File: config.mk
export PLATFORM = sky130hd
export DESIGN_NAME = frequency_text_to_hertz
export DESIGN_NICKNAME = d
export VERILOG_FILES = /design/src/rtl/fth_pkg.sv /design/src/rtl/fth_scanner.sv /design/src/rtl/fth_scale.sv /design/src/rtl/frequency_text_to_hertz.sv
export SDC_FILE = /design/constraint.sdc
export NUM_CORES = 2
export LEC_CHECK = 0
export ABC_AREA = 1
export BUFFER_PORTS_ARGS = -buffer_cell sky130_fd_sc_hd__buf_2
export CORE_UTILIZATION = 45
export CTS_BUF_LIST = sky130_fd_sc_hd__clkbuf_4 sky130_fd_sc_hd__clkbuf_8
export DETAILED_ROUTE_END_ITERATION = 8
export HOLD_SLACK_MARGIN = 0.08
export PLACE_DENSITY = 0.59
export SLEW_MARGIN = 20
export SYNTH_ARGS = -nofsm -noshare
export SYNTH_HDL_FRONTEND = slang
export SYNTH_SLANG_ARGS = --single-unit
export TNS_END_PERCENT = 1
File: constraint.sdc
create_clock -name clk -period 9.2 [get_ports clk]
set_input_delay 1.38 -clock clk [delete_from_list [all_inputs] [get_ports clk]]
set_output_delay 1.38 -clock clk [all_outputs]
set_load 0.02 [all_outputs]
File: src/rtl/fth_pkg.sv
// ----------------------------------------------------------------------------
// fth_pkg
// Shared types and constants for the frequency text to hertz converter.
// ----------------------------------------------------------------------------
package fth_pkg;

	localparam int CHAR_W  = 8;
	localparam int INT_W   = 32;
	localparam int FRAC_W  = 30;
	localparam int PROD_W  = INT_W + FRAC_W;
	localparam int FREQ_W  = PROD_W + 1;

	localparam logic [FRAC_W-1:0] SCALE_HZ  = 30'd1;
	localparam logic [FRAC_W-1:0] SCALE_KHZ = 30'd1000;
	localparam logic [FRAC_W-1:0] SCALE_MHZ = 30'd1000000;
	localparam logic [FRAC_W-1:0] SCALE_GHZ = 30'd1000000000;

	typedef enum logic [1:0] {
		UNIT_HZ  = 2'd0,
		UNIT_KHZ = 2'd1,
		UNIT_MHZ = 2'd2,
		UNIT_GHZ = 2'd3
	} unit_t;

	typedef struct packed {
		logic              matched;
		logic              negative;
		unit_t             unit;
		logic [INT_W-1:0]  base;
		logic [FRAC_W-1:0] scale;
		logic [FRAC_W-1:0] frac;
	} snap_t;

	function automatic logic [FRAC_W-1:0] pow10(input logic [3:0] n);
		logic [FRAC_W-1:0] r;
		unique case (n)
			4'd0:    r = 30'd1;
			4'd1:    r = 30'd10;
			4'd2:    r = 30'd100;
			4'd3:    r = 30'd1000;
			4'd4:    r = 30'd10000;
			4'd5:    r = 30'd100000;
			4'd6:    r = 30'd1000000;
			4'd7:    r = 30'd10000000;
			4'd8:    r = 30'd100000000;
			default: r = 30'd0;
		endcase
		return r;
	endfunction

endpackage

File: src/rtl/fth_scanner.sv
// ----------------------------------------------------------------------------
// fth_scanner
// Input register and per-character scan; snapshots the parse on the last item.
// ----------------------------------------------------------------------------
module fth_scanner (
	input  logic                       clk,
	input  logic                       arst_n,
	input  logic                       case_insensitive,
	input  logic                       text_valid,
	output logic                       text_stall,
	input  logic [fth_pkg::CHAR_W-1:0] text_char,
	input  logic                       last_char,
	output logic                       snap_valid,
	input  logic                       snap_ready,
	output fth_pkg::snap_t             snap
);
	import fth_pkg::*;

	typedef enum logic [2:0] {
		PH_SEEK  = 3'd0,
		PH_INT   = 3'd1,
		PH_FRAC  = 3'd2,
		PH_SPACE = 3'd3,
		PH_HWAIT = 3'd4,
		PH_DONE  = 3'd5
	} phase_t;

	logic              valid_s1;
	logic [CHAR_W-1:0] char_s1;
	logic              last_s1;
	logic              valid_s2;
	snap_t             snap_s2;

	phase_t            phase_q, phase_n;
	logic              neg_q, neg_n;
	logic [INT_W-1:0]  acc_q, acc_n;
	logic              ovf_q, ovf_n;
	logic [FRAC_W-1:0] f9_q, f9_n;
	logic [19:0]       f6_q, f6_n;
	logic [9:0]        f3_q, f3_n;
	logic [3:0]        d4_q, d4_n;
	logic [3:0]        d7_q, d7_n;
	logic [3:0]        d10_q, d10_n;
	logic [3:0]        cnt_q, cnt_n;
	unit_t             unit_q, unit_n;

	logic              ready2, fire1;
	logic              is_digit, is_space;
	logic              is_k, is_m, is_g, is_h, is_z;
	logic [3:0]        digit;
	logic [35:0]       acc_x10;
	logic [FRAC_W-1:0] f9_add;
	logic [19:0]       f6_add;
	logic [9:0]        f3_add;
	logic              unit_taken;
	logic              matched_n;
	logic [FRAC_W-1:0] frac_sel, scale_sel;
	snap_t             snap_n;

	assign ready2     = !valid_s2 || snap_ready;
	assign fire1      = valid_s1 && (!last_s1 || ready2);
	assign text_stall = valid_s1 && !fire1;

	assign digit    = char_s1[3:0];
	assign is_digit = (char_s1 >= 8'd48) && (char_s1 <= 8'd57);
	assign is_space = (char_s1 == 8'd32) || ((char_s1 >= 8'd9) && (char_s1 <= 8'd13));
	assign is_k     = (char_s1 == "k") || (case_insensitive && char_s1 == "K");
	assign is_m     = (char_s1 == "M") || (case_insensitive && char_s1 == "m");
	assign is_g     = (char_s1 == "G") || (case_insensitive && char_s1 == "g");
	assign is_h     = (char_s1 == "H") || (case_insensitive && char_s1 == "h");
	assign is_z     = (char_s1 == "z") || (case_insensitive && char_s1 == "Z");
	assign unit_taken = is_k || is_m || is_g || is_h;

	assign acc_x10 = {4'd0, acc_q} * 36'd10 + {32'd0, digit};
	assign f9_add  = FRAC_W'({26'd0, digit} * pow10(4'd8 - cnt_q));
	assign f6_add  = 20'({26'd0, digit} * pow10(4'd5 - cnt_q));
	assign f3_add  = 10'({26'd0, digit} * pow10(4'd2 - cnt_q));

	always_comb begin
		phase_n = phase_q;
		neg_n   = neg_q;
		acc_n   = acc_q;
		ovf_n   = ovf_q;
		f9_n    = f9_q;
		f6_n    = f6_q;
		f3_n    = f3_q;
		d4_n    = d4_q;
		d7_n    = d7_q;
		d10_n   = d10_q;
		cnt_n   = cnt_q;
		unit_n  = unit_q;
		unique case (phase_q)
			PH_SEEK: begin
				if (is_digit) begin
					acc_n   = {28'd0, digit};
					phase_n = PH_INT;
				end else if (char_s1 == "-") begin
					neg_n = 1'b1;
				end else if (!is_space) begin
					neg_n = 1'b0;
				end
			end
			PH_INT, PH_FRAC: begin
				if (is_digit && phase_q == PH_INT) begin
					if (!ovf_q) begin
						acc_n = acc_x10[INT_W-1:0];
						if (acc_x10[35:32] != 4'd0) ovf_n = 1'b1;
					end
				end else if (is_digit) begin
					if (cnt_q < 4'd9) begin
						f9_n  = f9_q + f9_add;
						cnt_n = cnt_q + 4'd1;
						if (cnt_q < 4'd6) f6_n = f6_q + f6_add;
						if (cnt_q < 4'd3) f3_n = f3_q + f3_add;
						if (cnt_q == 4'd3) d4_n = digit;
						if (cnt_q == 4'd6) d7_n = digit;
					end else if (cnt_q == 4'd9) begin
						d10_n = digit;
						cnt_n = 4'd10;
					end
				end else if (char_s1 == "." && phase_q == PH_INT) begin
					phase_n = PH_FRAC;
				end else if (is_space) begin
					phase_n = PH_SPACE;
				end else if (!unit_taken) begin
					phase_n = PH_DONE;
				end
			end
			PH_SPACE: begin
				if (!is_space && !unit_taken) phase_n = PH_DONE;
			end
			PH_HWAIT: begin
				if (is_z) unit_n = UNIT_HZ;
				phase_n = PH_DONE;
			end
			default: ;
		endcase
		if ((phase_q == PH_INT && !is_digit && char_s1 != "." && !is_space) ||
			(phase_q == PH_FRAC && !is_digit && !is_space) ||
			(phase_q == PH_SPACE && !is_space)) begin
			if (is_k) begin
				unit_n  = UNIT_KHZ;
				phase_n = PH_DONE;
			end else if (is_m) begin
				unit_n  = UNIT_MHZ;
				phase_n = PH_DONE;
			end else if (is_g) begin
				unit_n  = UNIT_GHZ;
				phase_n = PH_DONE;
			end else if (is_h) begin
				phase_n = PH_HWAIT;
			end
		end
	end

	always_comb begin
		matched_n = (phase_n != PH_SEEK);
		unique case (unit_n)
			UNIT_HZ: begin
				frac_sel  = '0;
				scale_sel = SCALE_HZ;
			end
			UNIT_KHZ: begin
				frac_sel  = {20'd0, f3_n} + FRAC_W'(d4_n >= 4'd5);
				scale_sel = SCALE_KHZ;
			end
			UNIT_MHZ: begin
				frac_sel  = {10'd0, f6_n} + FRAC_W'(d7_n >= 4'd5);
				scale_sel = SCALE_MHZ;
			end
			UNIT_GHZ: begin
				frac_sel  = f9_n + FRAC_W'(d10_n >= 4'd5);
				scale_sel = SCALE_GHZ;
			end
			default: begin
				frac_sel  = '0;
				scale_sel = SCALE_HZ;
			end
		endcase
		snap_n.matched  = matched_n;
		snap_n.negative = matched_n && neg_n;
		snap_n.unit     = matched_n ? unit_n : UNIT_HZ;
		snap_n.base     = (matched_n && !ovf_n) ? acc_n : '0;
		snap_n.scale    = scale_sel;
		snap_n.frac     = matched_n ? frac_sel : '0;
	end

	always_ff @(posedge clk or negedge arst_n) begin
		if (!arst_n) begin
			valid_s1 <= 1'b0;
			char_s1  <= '0;
			last_s1  <= 1'b0;
		end else if (!valid_s1 || fire1) begin
			valid_s1 <= text_valid;
			char_s1  <= text_char;
			last_s1  <= last_char;
		end
	end

	always_ff @(posedge clk or negedge arst_n) begin
		if (!arst_n) begin
			valid_s2 <= 1'b0;
			snap_s2  <= '0;
		end else if (ready2) begin
			valid_s2 <= fire1 && last_s1;
			if (fire1 && last_s1) snap_s2 <= snap_n;
		end
	end

	always_ff @(posedge clk or negedge arst_n) begin
		if (!arst_n) begin
			phase_q <= PH_SEEK;
			neg_q   <= 1'b0;
			acc_q   <= '0;
			ovf_q   <= 1'b0;
			f9_q    <= '0;
			f6_q    <= '0;
			f3_q    <= '0;
			d4_q    <= '0;
			d7_q    <= '0;
			d10_q   <= '0;
			cnt_q   <= '0;
			unit_q  <= UNIT_MHZ;
		end else if (fire1) begin
			if (last_s1) begin
				phase_q <= PH_SEEK;
				neg_q   <= 1'b0;
				acc_q   <= '0;
				ovf_q   <= 1'b0;
				f9_q    <= '0;
				f6_q    <= '0;
				f3_q    <= '0;
				d4_q    <= '0;
				d7_q    <= '0;
				d10_q   <= '0;
				cnt_q   <= '0;
				unit_q  <= UNIT_MHZ;
			end else begin
				phase_q <= phase_n;
				neg_q   <= neg_n;
				acc_q   <= acc_n;
				ovf_q   <= ovf_n;
				f9_q    <= f9_n;
				f6_q    <= f6_n;
				f3_q    <= f3_n;
				d4_q    <= d4_n;
				d7_q    <= d7_n;
				d10_q   <= d10_n;
				cnt_q   <= cnt_n;
				unit_q  <= unit_n;
			end
		end
	end

	assign snap_valid = valid_s2;
	assign snap       = snap_s2;

`ifndef SYNTHESIS
	a_mid_item_no_stall: assert property (@(posedge clk) disable iff (!arst_n)
		valid_s1 && !last_s1 |-> !text_stall)
		else $error("non-final item stalled the input");
	a_clear_after_last: assert property (@(posedge clk) disable iff (!arst_n)
		fire1 && last_s1 |=> phase_q == PH_SEEK && cnt_q == 4'd0 && unit_q == UNIT_MHZ)
		else $error("scan state not cleared after final item");
	a_ovf_needs_number: assert property (@(posedge clk) disable iff (!arst_n)
		ovf_q |-> phase_q != PH_SEEK)
		else $error("overflow set while seeking a number");
	a_count_bound: assert property (@(posedge clk) disable iff (!arst_n)
		cnt_q <= 4'd10)
		else $error("fraction digit count out of range");
`endif

endmodule

File: src/rtl/fth_scale.sv
// ----------------------------------------------------------------------------
// fth_scale
// Scales the parsed integer by the unit, adds the rounded fraction, signs it.
// ----------------------------------------------------------------------------
module fth_scale (
	input  logic                              clk,
	input  logic                              arst_n,
	input  logic                              snap_valid,
	output logic                              snap_ready,
	input  fth_pkg::snap_t                    snap,
	output logic                              result_valid,
	input  logic                              result_stall,
	output logic                              matched,
	output logic signed [fth_pkg::FREQ_W-1:0] frequency_hz,
	output logic [1:0]                        unit_code
);
	import fth_pkg::*;

	logic              valid_s3, valid_s4, valid_s5;
	logic              ready3, ready4, ready5;
	logic [PROD_W-1:0] prod_s3, mag_s4;
	logic [FRAC_W-1:0] frac_s3;
	logic              neg_s3, neg_s4;
	logic              match_s3, match_s4, match_s5;
	unit_t             unit_s3, unit_s4, unit_s5;
	logic [FREQ_W-1:0] freq_s5, mag_ext;

	assign ready5     = !valid_s5 || !result_stall;
	assign ready4     = !valid_s4 || ready5;
	assign ready3     = !valid_s3 || ready4;
	assign snap_ready = ready3;
	assign mag_ext    = {1'b0, mag_s4};

	always_ff @(posedge clk or negedge arst_n) begin
		if (!arst_n) begin
			valid_s3 <= 1'b0;
			prod_s3  <= '0;
			frac_s3  <= '0;
			neg_s3   <= 1'b0;
			match_s3 <= 1'b0;
			unit_s3  <= UNIT_HZ;
		end else if (ready3) begin
			valid_s3 <= snap_valid;
			if (snap_valid) begin
				prod_s3  <= {30'd0, snap.base} * {32'd0, snap.scale};
				frac_s3  <= snap.frac;
				neg_s3   <= snap.negative;
				match_s3 <= snap.matched;
				unit_s3  <= snap.unit;
			end
		end
	end

	always_ff @(posedge clk or negedge arst_n) begin
		if (!arst_n) begin
			valid_s4 <= 1'b0;
			mag_s4   <= '0;
			neg_s4   <= 1'b0;
			match_s4 <= 1'b0;
			unit_s4  <= UNIT_HZ;
		end else if (ready4) begin
			valid_s4 <= valid_s3;
			if (valid_s3) begin
				mag_s4   <= prod_s3 + {32'd0, frac_s3};
				neg_s4   <= neg_s3;
				match_s4 <= match_s3;
				unit_s4  <= unit_s3;
			end
		end
	end

	always_ff @(posedge clk or negedge arst_n) begin
		if (!arst_n) begin
			valid_s5 <= 1'b0;
			freq_s5  <= '0;
			match_s5 <= 1'b0;
			unit_s5  <= UNIT_HZ;
		end else if (ready5) begin
			valid_s5 <= valid_s4;
			if (valid_s4) begin
				freq_s5  <= neg_s4 ? (~mag_ext + 63'd1) : mag_ext;
				match_s5 <= match_s4;
				unit_s5  <= unit_s4;
			end
		end
	end

	assign result_valid = valid_s5;
	assign matched      = match_s5;
	assign frequency_hz = freq_s5;
	assign unit_code    = unit_s5;

`ifndef SYNTHESIS
	a_neg_needs_match: assert property (@(posedge clk) disable iff (!arst_n)
		result_valid && frequency_hz[FREQ_W-1] |-> matched)
		else $error("negative frequency without a match");
	a_nomatch_zero: assert property (@(posedge clk) disable iff (!arst_n)
		result_valid && !matched |-> frequency_hz == '0 && unit_code == UNIT_HZ)
		else $error("unmatched item carries a value");
	a_s4_hold: assert property (@(posedge clk) disable iff (!arst_n)
		valid_s4 && !ready5 |=> valid_s4 && $stable(mag_s4))
		else $error("sum stage lost its item under stall");
`endif

endmodule

File: src/rtl/frequency_text_to_hertz.sv
// ----------------------------------------------------------------------------
// frequency_text_to_hertz
// Converts a frequency string, one character per item, into signed hertz.
// ----------------------------------------------------------------------------
// Input channel text_valid/text_stall carries text_char and last_char; an item
// moves at an edge with valid high and stall low, at one item per cycle.
// Output channel result_valid/result_stall carries matched, frequency_hz and
// unit_code: one result per string, for the item with last_char set.
// The result is valid once the final character has passed the input register,
// scan and snapshot, unit multiply, fraction add and sign stage. Throughput
// is one character per cycle while text_stall is low, set by the single
// character scan register update; strings may follow back to back.
// A stalled result holds its value; the pipeline behind it keeps filling and
// input stall rises only once the scan snapshot can no longer advance, and
// then only for a final character.
// cfg_write_en writes cfg_write_data into the case-insensitive unit flag at
// the next edge; write it only while idle.
// Reset clears the pipeline, the scan state and the flag; no clearing pass.
// ----------------------------------------------------------------------------
module frequency_text_to_hertz (
	input  logic                              clk,
	input  logic                              arst_n,
	input  logic                              cfg_write_en,
	input  logic                              cfg_write_data,
	input  logic                              text_valid,
	output logic                              text_stall,
	input  logic [fth_pkg::CHAR_W-1:0]        text_char,
	input  logic                              last_char,
	output logic                              result_valid,
	input  logic                              result_stall,
	output logic                              matched,
	output logic signed [fth_pkg::FREQ_W-1:0] frequency_hz,
	output logic [1:0]                        unit_code
);
	import fth_pkg::*;

	logic  case_insensitive_q;
	logic  snap_valid, snap_ready;
	snap_t snap;

	always_ff @(posedge clk or negedge arst_n) begin
		if (!arst_n) begin
			case_insensitive_q <= 1'b0;
		end else if (cfg_write_en) begin
			case_insensitive_q <= cfg_write_data;
		end
	end

	fth_scanner u_scanner (
		.clk              (clk),
		.arst_n           (arst_n),
		.case_insensitive (case_insensitive_q),
		.text_valid       (text_valid),
		.text_stall       (text_stall),
		.text_char        (text_char),
		.last_char        (last_char),
		.snap_valid       (snap_valid),
		.snap_ready       (snap_ready),
		.snap             (snap)
	);

	fth_scale u_scale (
		.clk          (clk),
		.arst_n       (arst_n),
		.snap_valid   (snap_valid),
		.snap_ready   (snap_ready),
		.snap         (snap),
		.result_valid (result_valid),
		.result_stall (result_stall),
		.matched      (matched),
		.frequency_hz (frequency_hz),
		.unit_code    (unit_code)
	);

endmodule
==> results.yml <==
timing:
  fin_ws_ns: 0.988
  setup_viol: 0
  max_freq_mhz: 122
  period_needed_ns: 8.21
  fin_skew_ns: 0.0814
  setup_tns_ns: 0
  final.period_utilization_pct: 89.3
  slew_violations: 0
  max_slew_margin_pct: 27.8
  rsz0062_at_grt: "no"
  hold_viol: 0
  max_slew.worst_pin.slew_ns: 1.08
worst_setup_path:
  r2r_start: "u_scanner.snap[58]$_DFFE_PN0P_"
  crit_required_ns: 9.82
  rr_endpoint: "u_scale.prod_s3[60]$_DFFE_PN0P_"
  reg2reg_depth: 25
  ff2ff_setup_slack_ns: 0.99
  end_kind: "register"
  startpoint_type: "register"
  crit_start: "u_scanner.snap[58]$_DFFE_PN0P_"
  crit_type: "register to register"
  worstPathArrival_ns: 8.84
  crit_end: "u_scale.prod_s3[60]$_DFFE_PN0P_"
  worstPathMaxFanout: 25
logic_synthesis:
  synth_ff_type: "dfrtp_1"
  synth_top_area_share_pct: 23.5
  netlist_instances: 7653
  synth_nets: 8967
  yosysWarnings: 0
  netlist_area_mm2: 0.0588
  ys_ff_latch: 431
  ys_seq_area_share_pct: 18.4
  yosysTopAreaCell: "fa_1"
  synth_edf_count: 0
  synthDistinctLibCells: 75
  avgSynthCellArea_um2: 7.68
  synth_area_leaders: "fa_1 24%, dfrtp_1 18%, ha_1 13%"
  async_reset_ff_share_pct: 100
die:
  die_height_um: 363
  die_w_um: 363
  num_io_pins: 83
  rows: 132
  initial_core_util_pct: 45.4
  core_area_mm2: 0.129
  dieArea_mm2: 0.132
finish:
  nFillCells: 13060
  final_area_mm2: 0.0628
  final_common_cell: "inv_1"
  fin_cells: 9479
  final_cell_mix: "1732 x inv_1, 1614 x nand2_1, 691 x fa_1"
  area_growth_pct: 6.97
  nets: 8980
  diodes: 0
  drive_above_1_share_pct: 5.76
placed_design:
  port_buffers: 82
  place.gp.congestion: 0.966
  dpl_worst_slack_ns: 1.06
  hpwl_um: 145000
  dp.cells: 9322
  place_area_mm2: 0.0609
power_and_ir_drop:
  powerDensity_mw_per_mm2: 82.4
  ir_drop_mv: 0.0875
  p_leak_uw: 0.0346
  p_sw_uw: 1670
  p_int_uw: 3500
  p_clk_share_pct: 44.0
  seqPwrFrac_pct: 38.9
  p_sw_share_pct: 32.3
  power_uw: 5180
  p_comb_share_pct: 17.2
cts:
  h-tree-depth: 3
  clock-root-buffer: "clkbuf_8"
  cts_resized: 0
  ctsHoldBuffers: 0
  clock_sinks: 431
  cts_made_buffers: 84
  clkTransAtPathRegs_ns: 0.06
  postCtsSetupBuffers: 0
  cts_tree: "done"
  clockBufferDepth: 3
  clk_latency_ns: 0.81
grt:
  grt.overflow.total: 0
  grt_pass1_wl_um: 277000
  grt_use_total_pct: 26.9
  antenna_found_initial: 0
  first_global_vias: 49492
  grt_max_degree: 137
route:
  drt_first_pass_iters: 6
  final_antenna_net_count: 0
  drt_iter0_drc: 3477
  viasPerCell: 5.14
  vias: 48720
  wl_per_cell_um: 18.5
  route.detailed.drc: 0
  drt-total-wl_um: 175000
worst_hold_path:
  hp-class: "register to register"
run:
  max-cap-violations: 0
outcome:
  status: "completed"
kinds of logic after synthesis:
| kind of cell | after synthesis | share of synthesized area [%] |
|---|---|---|
| AO/OA/AOI/OAI | 983 | 9.25 |
| AND/OR/NAND/NOR | 2786 | 20.2 |
| buffers and inverters | 1967 | 12.8 |
| multiplexers | 1 | 0.0192 |
| adder cells (fa/ha/maj) | 1299 | 36.5 |
| flip-flops | 431 | 18.4 |
| XOR/XNOR | 186 | 2.83 |
cell type report:
| type | instances | area (µm²) | area share, % |
|---|---|---|---|
| clock buffers | 136 | 1710 | 2.72 |
| repair buffers | 128 | 786 | 1.25 |
| well taps | 1742 | 2180 | 3.47 |
| inverters | 1766 | 6650 | 10.6 |
| flip-flops and latches | 431 | 10800 | 17.2 |
| multi-input cells | 5255 | 40500 | 64.4 |
| clock inverters | 21 | 272 | 0.432 |
power groups by stage:
stage,clock (µW),combinational (µW),sequential [µW]
final,2280,890,2010
after floorplan,0,578,2050
after global routing,2410,1000,2020
after global placement,0,879,2040
after detailed placement,0,887,2040
after CTS,2330,893,2010
worst min path at each step:
stage,start,endpoint,depth (start not counted)
finish,u_scanner.snap[24]$_DFFE_PN0P_,u_scale.frac_s3[24]$_DFFE_PN0P_,2
global placement,u_scale.match_s3$_DFFE_PN0P_,u_scale.match_s4$_DFFE_PN0P_,2
detailed placement,u_scale.match_s3$_DFFE_PN0P_,u_scale.match_s4$_DFFE_PN0P_,2
floorplan,u_scale.match_s3$_DFFE_PN0P_,u_scale.match_s4$_DFFE_PN0P_,2
global route,u_scale.frequency_hz[60]$_DFFE_PN0P_,u_scale.frequency_hz[60]$_DFFE_PN0P_,2
CTS,u_scanner.snap[24]$_DFFE_PN0P_,u_scale.frac_s3[24]$_DFFE_PN0P_,2
worst max-delay path, cell delays in order (launching register included):
cell,delay [ns]
dfrtp_1,0.58
buf_4,0.39
nand2_1,0.16
inv_1,0.52
fa_1,0.56
fa_1,0.52
fa_1,0.54
fa_1,0.54
fa_1,0.56
inv_1,0.06
fa_1,0.52
inv_1,0.06
fa_1,0.48
ha_1,0.30
ha_1,0.40
nand2_1,0.11
nor2_1,0.18
inv_1,0.11
nor4_1,0.58
nand4_1,0.17
nand3_1,0.28
nand4_1,0.13
nand4_1,0.11
nand2_1,0.05
nand3_1,0.07
o21ai_0,0.08
synthesized netlist by cell type, drive strengths merged (16+ instances only):
cell type	count
nand3	258
o21a	17
a21oi	271
inv	1754
fa	691
nand3b	16
nand2	1633
or2	40
xor2	112
dfrtp	430
o22ai	73
o21ai	480
buf	37
a31oi	55
xnor2	74
nor3	81
o31ai	18
nand4	116
ha	608
clkbuf	164
nor4	41
nor2	588
per-layer routing:
metal	up-vias	wire length [µm]	global-route usage [%]
met3	260	9360	3.83
li1	23776	-	-
met1	23422	79900	36.9
met2	1262	80400	44.1
met4	0	5340	8.01
met5	-	0	0
stage by stage:
step                      util (%)  hold WS (ns)
after floorplan                  -         0.442
after CTS                     48.5         0.461
final                         48.5         0.466
after detailed placement      47.0         0.457
after global placement        47.0         0.456
after global routing          48.5         0.493
flip-flops by register name, indices dropped and copies added, names as in the netlist, 3 cells and up:
name	count
u_scale.frac_s3	30
u_scale.mag_s4	62
u_scanner.f6_q	20
u_scanner.d4_q	4
u_scanner.d7_q	4
u_scanner.f3_q	10
u_scanner.snap	73
u_scanner.char_s1	8
u_scanner.f9_q	30
u_scanner.phase_q	3
u_scale.frequency_hz	63
u_scanner.cnt_q	4
u_scanner.acc_q	32
u_scanner.d10_q	4
u_scale.prod_s3	62
Power figures use the tool's default switching activity.
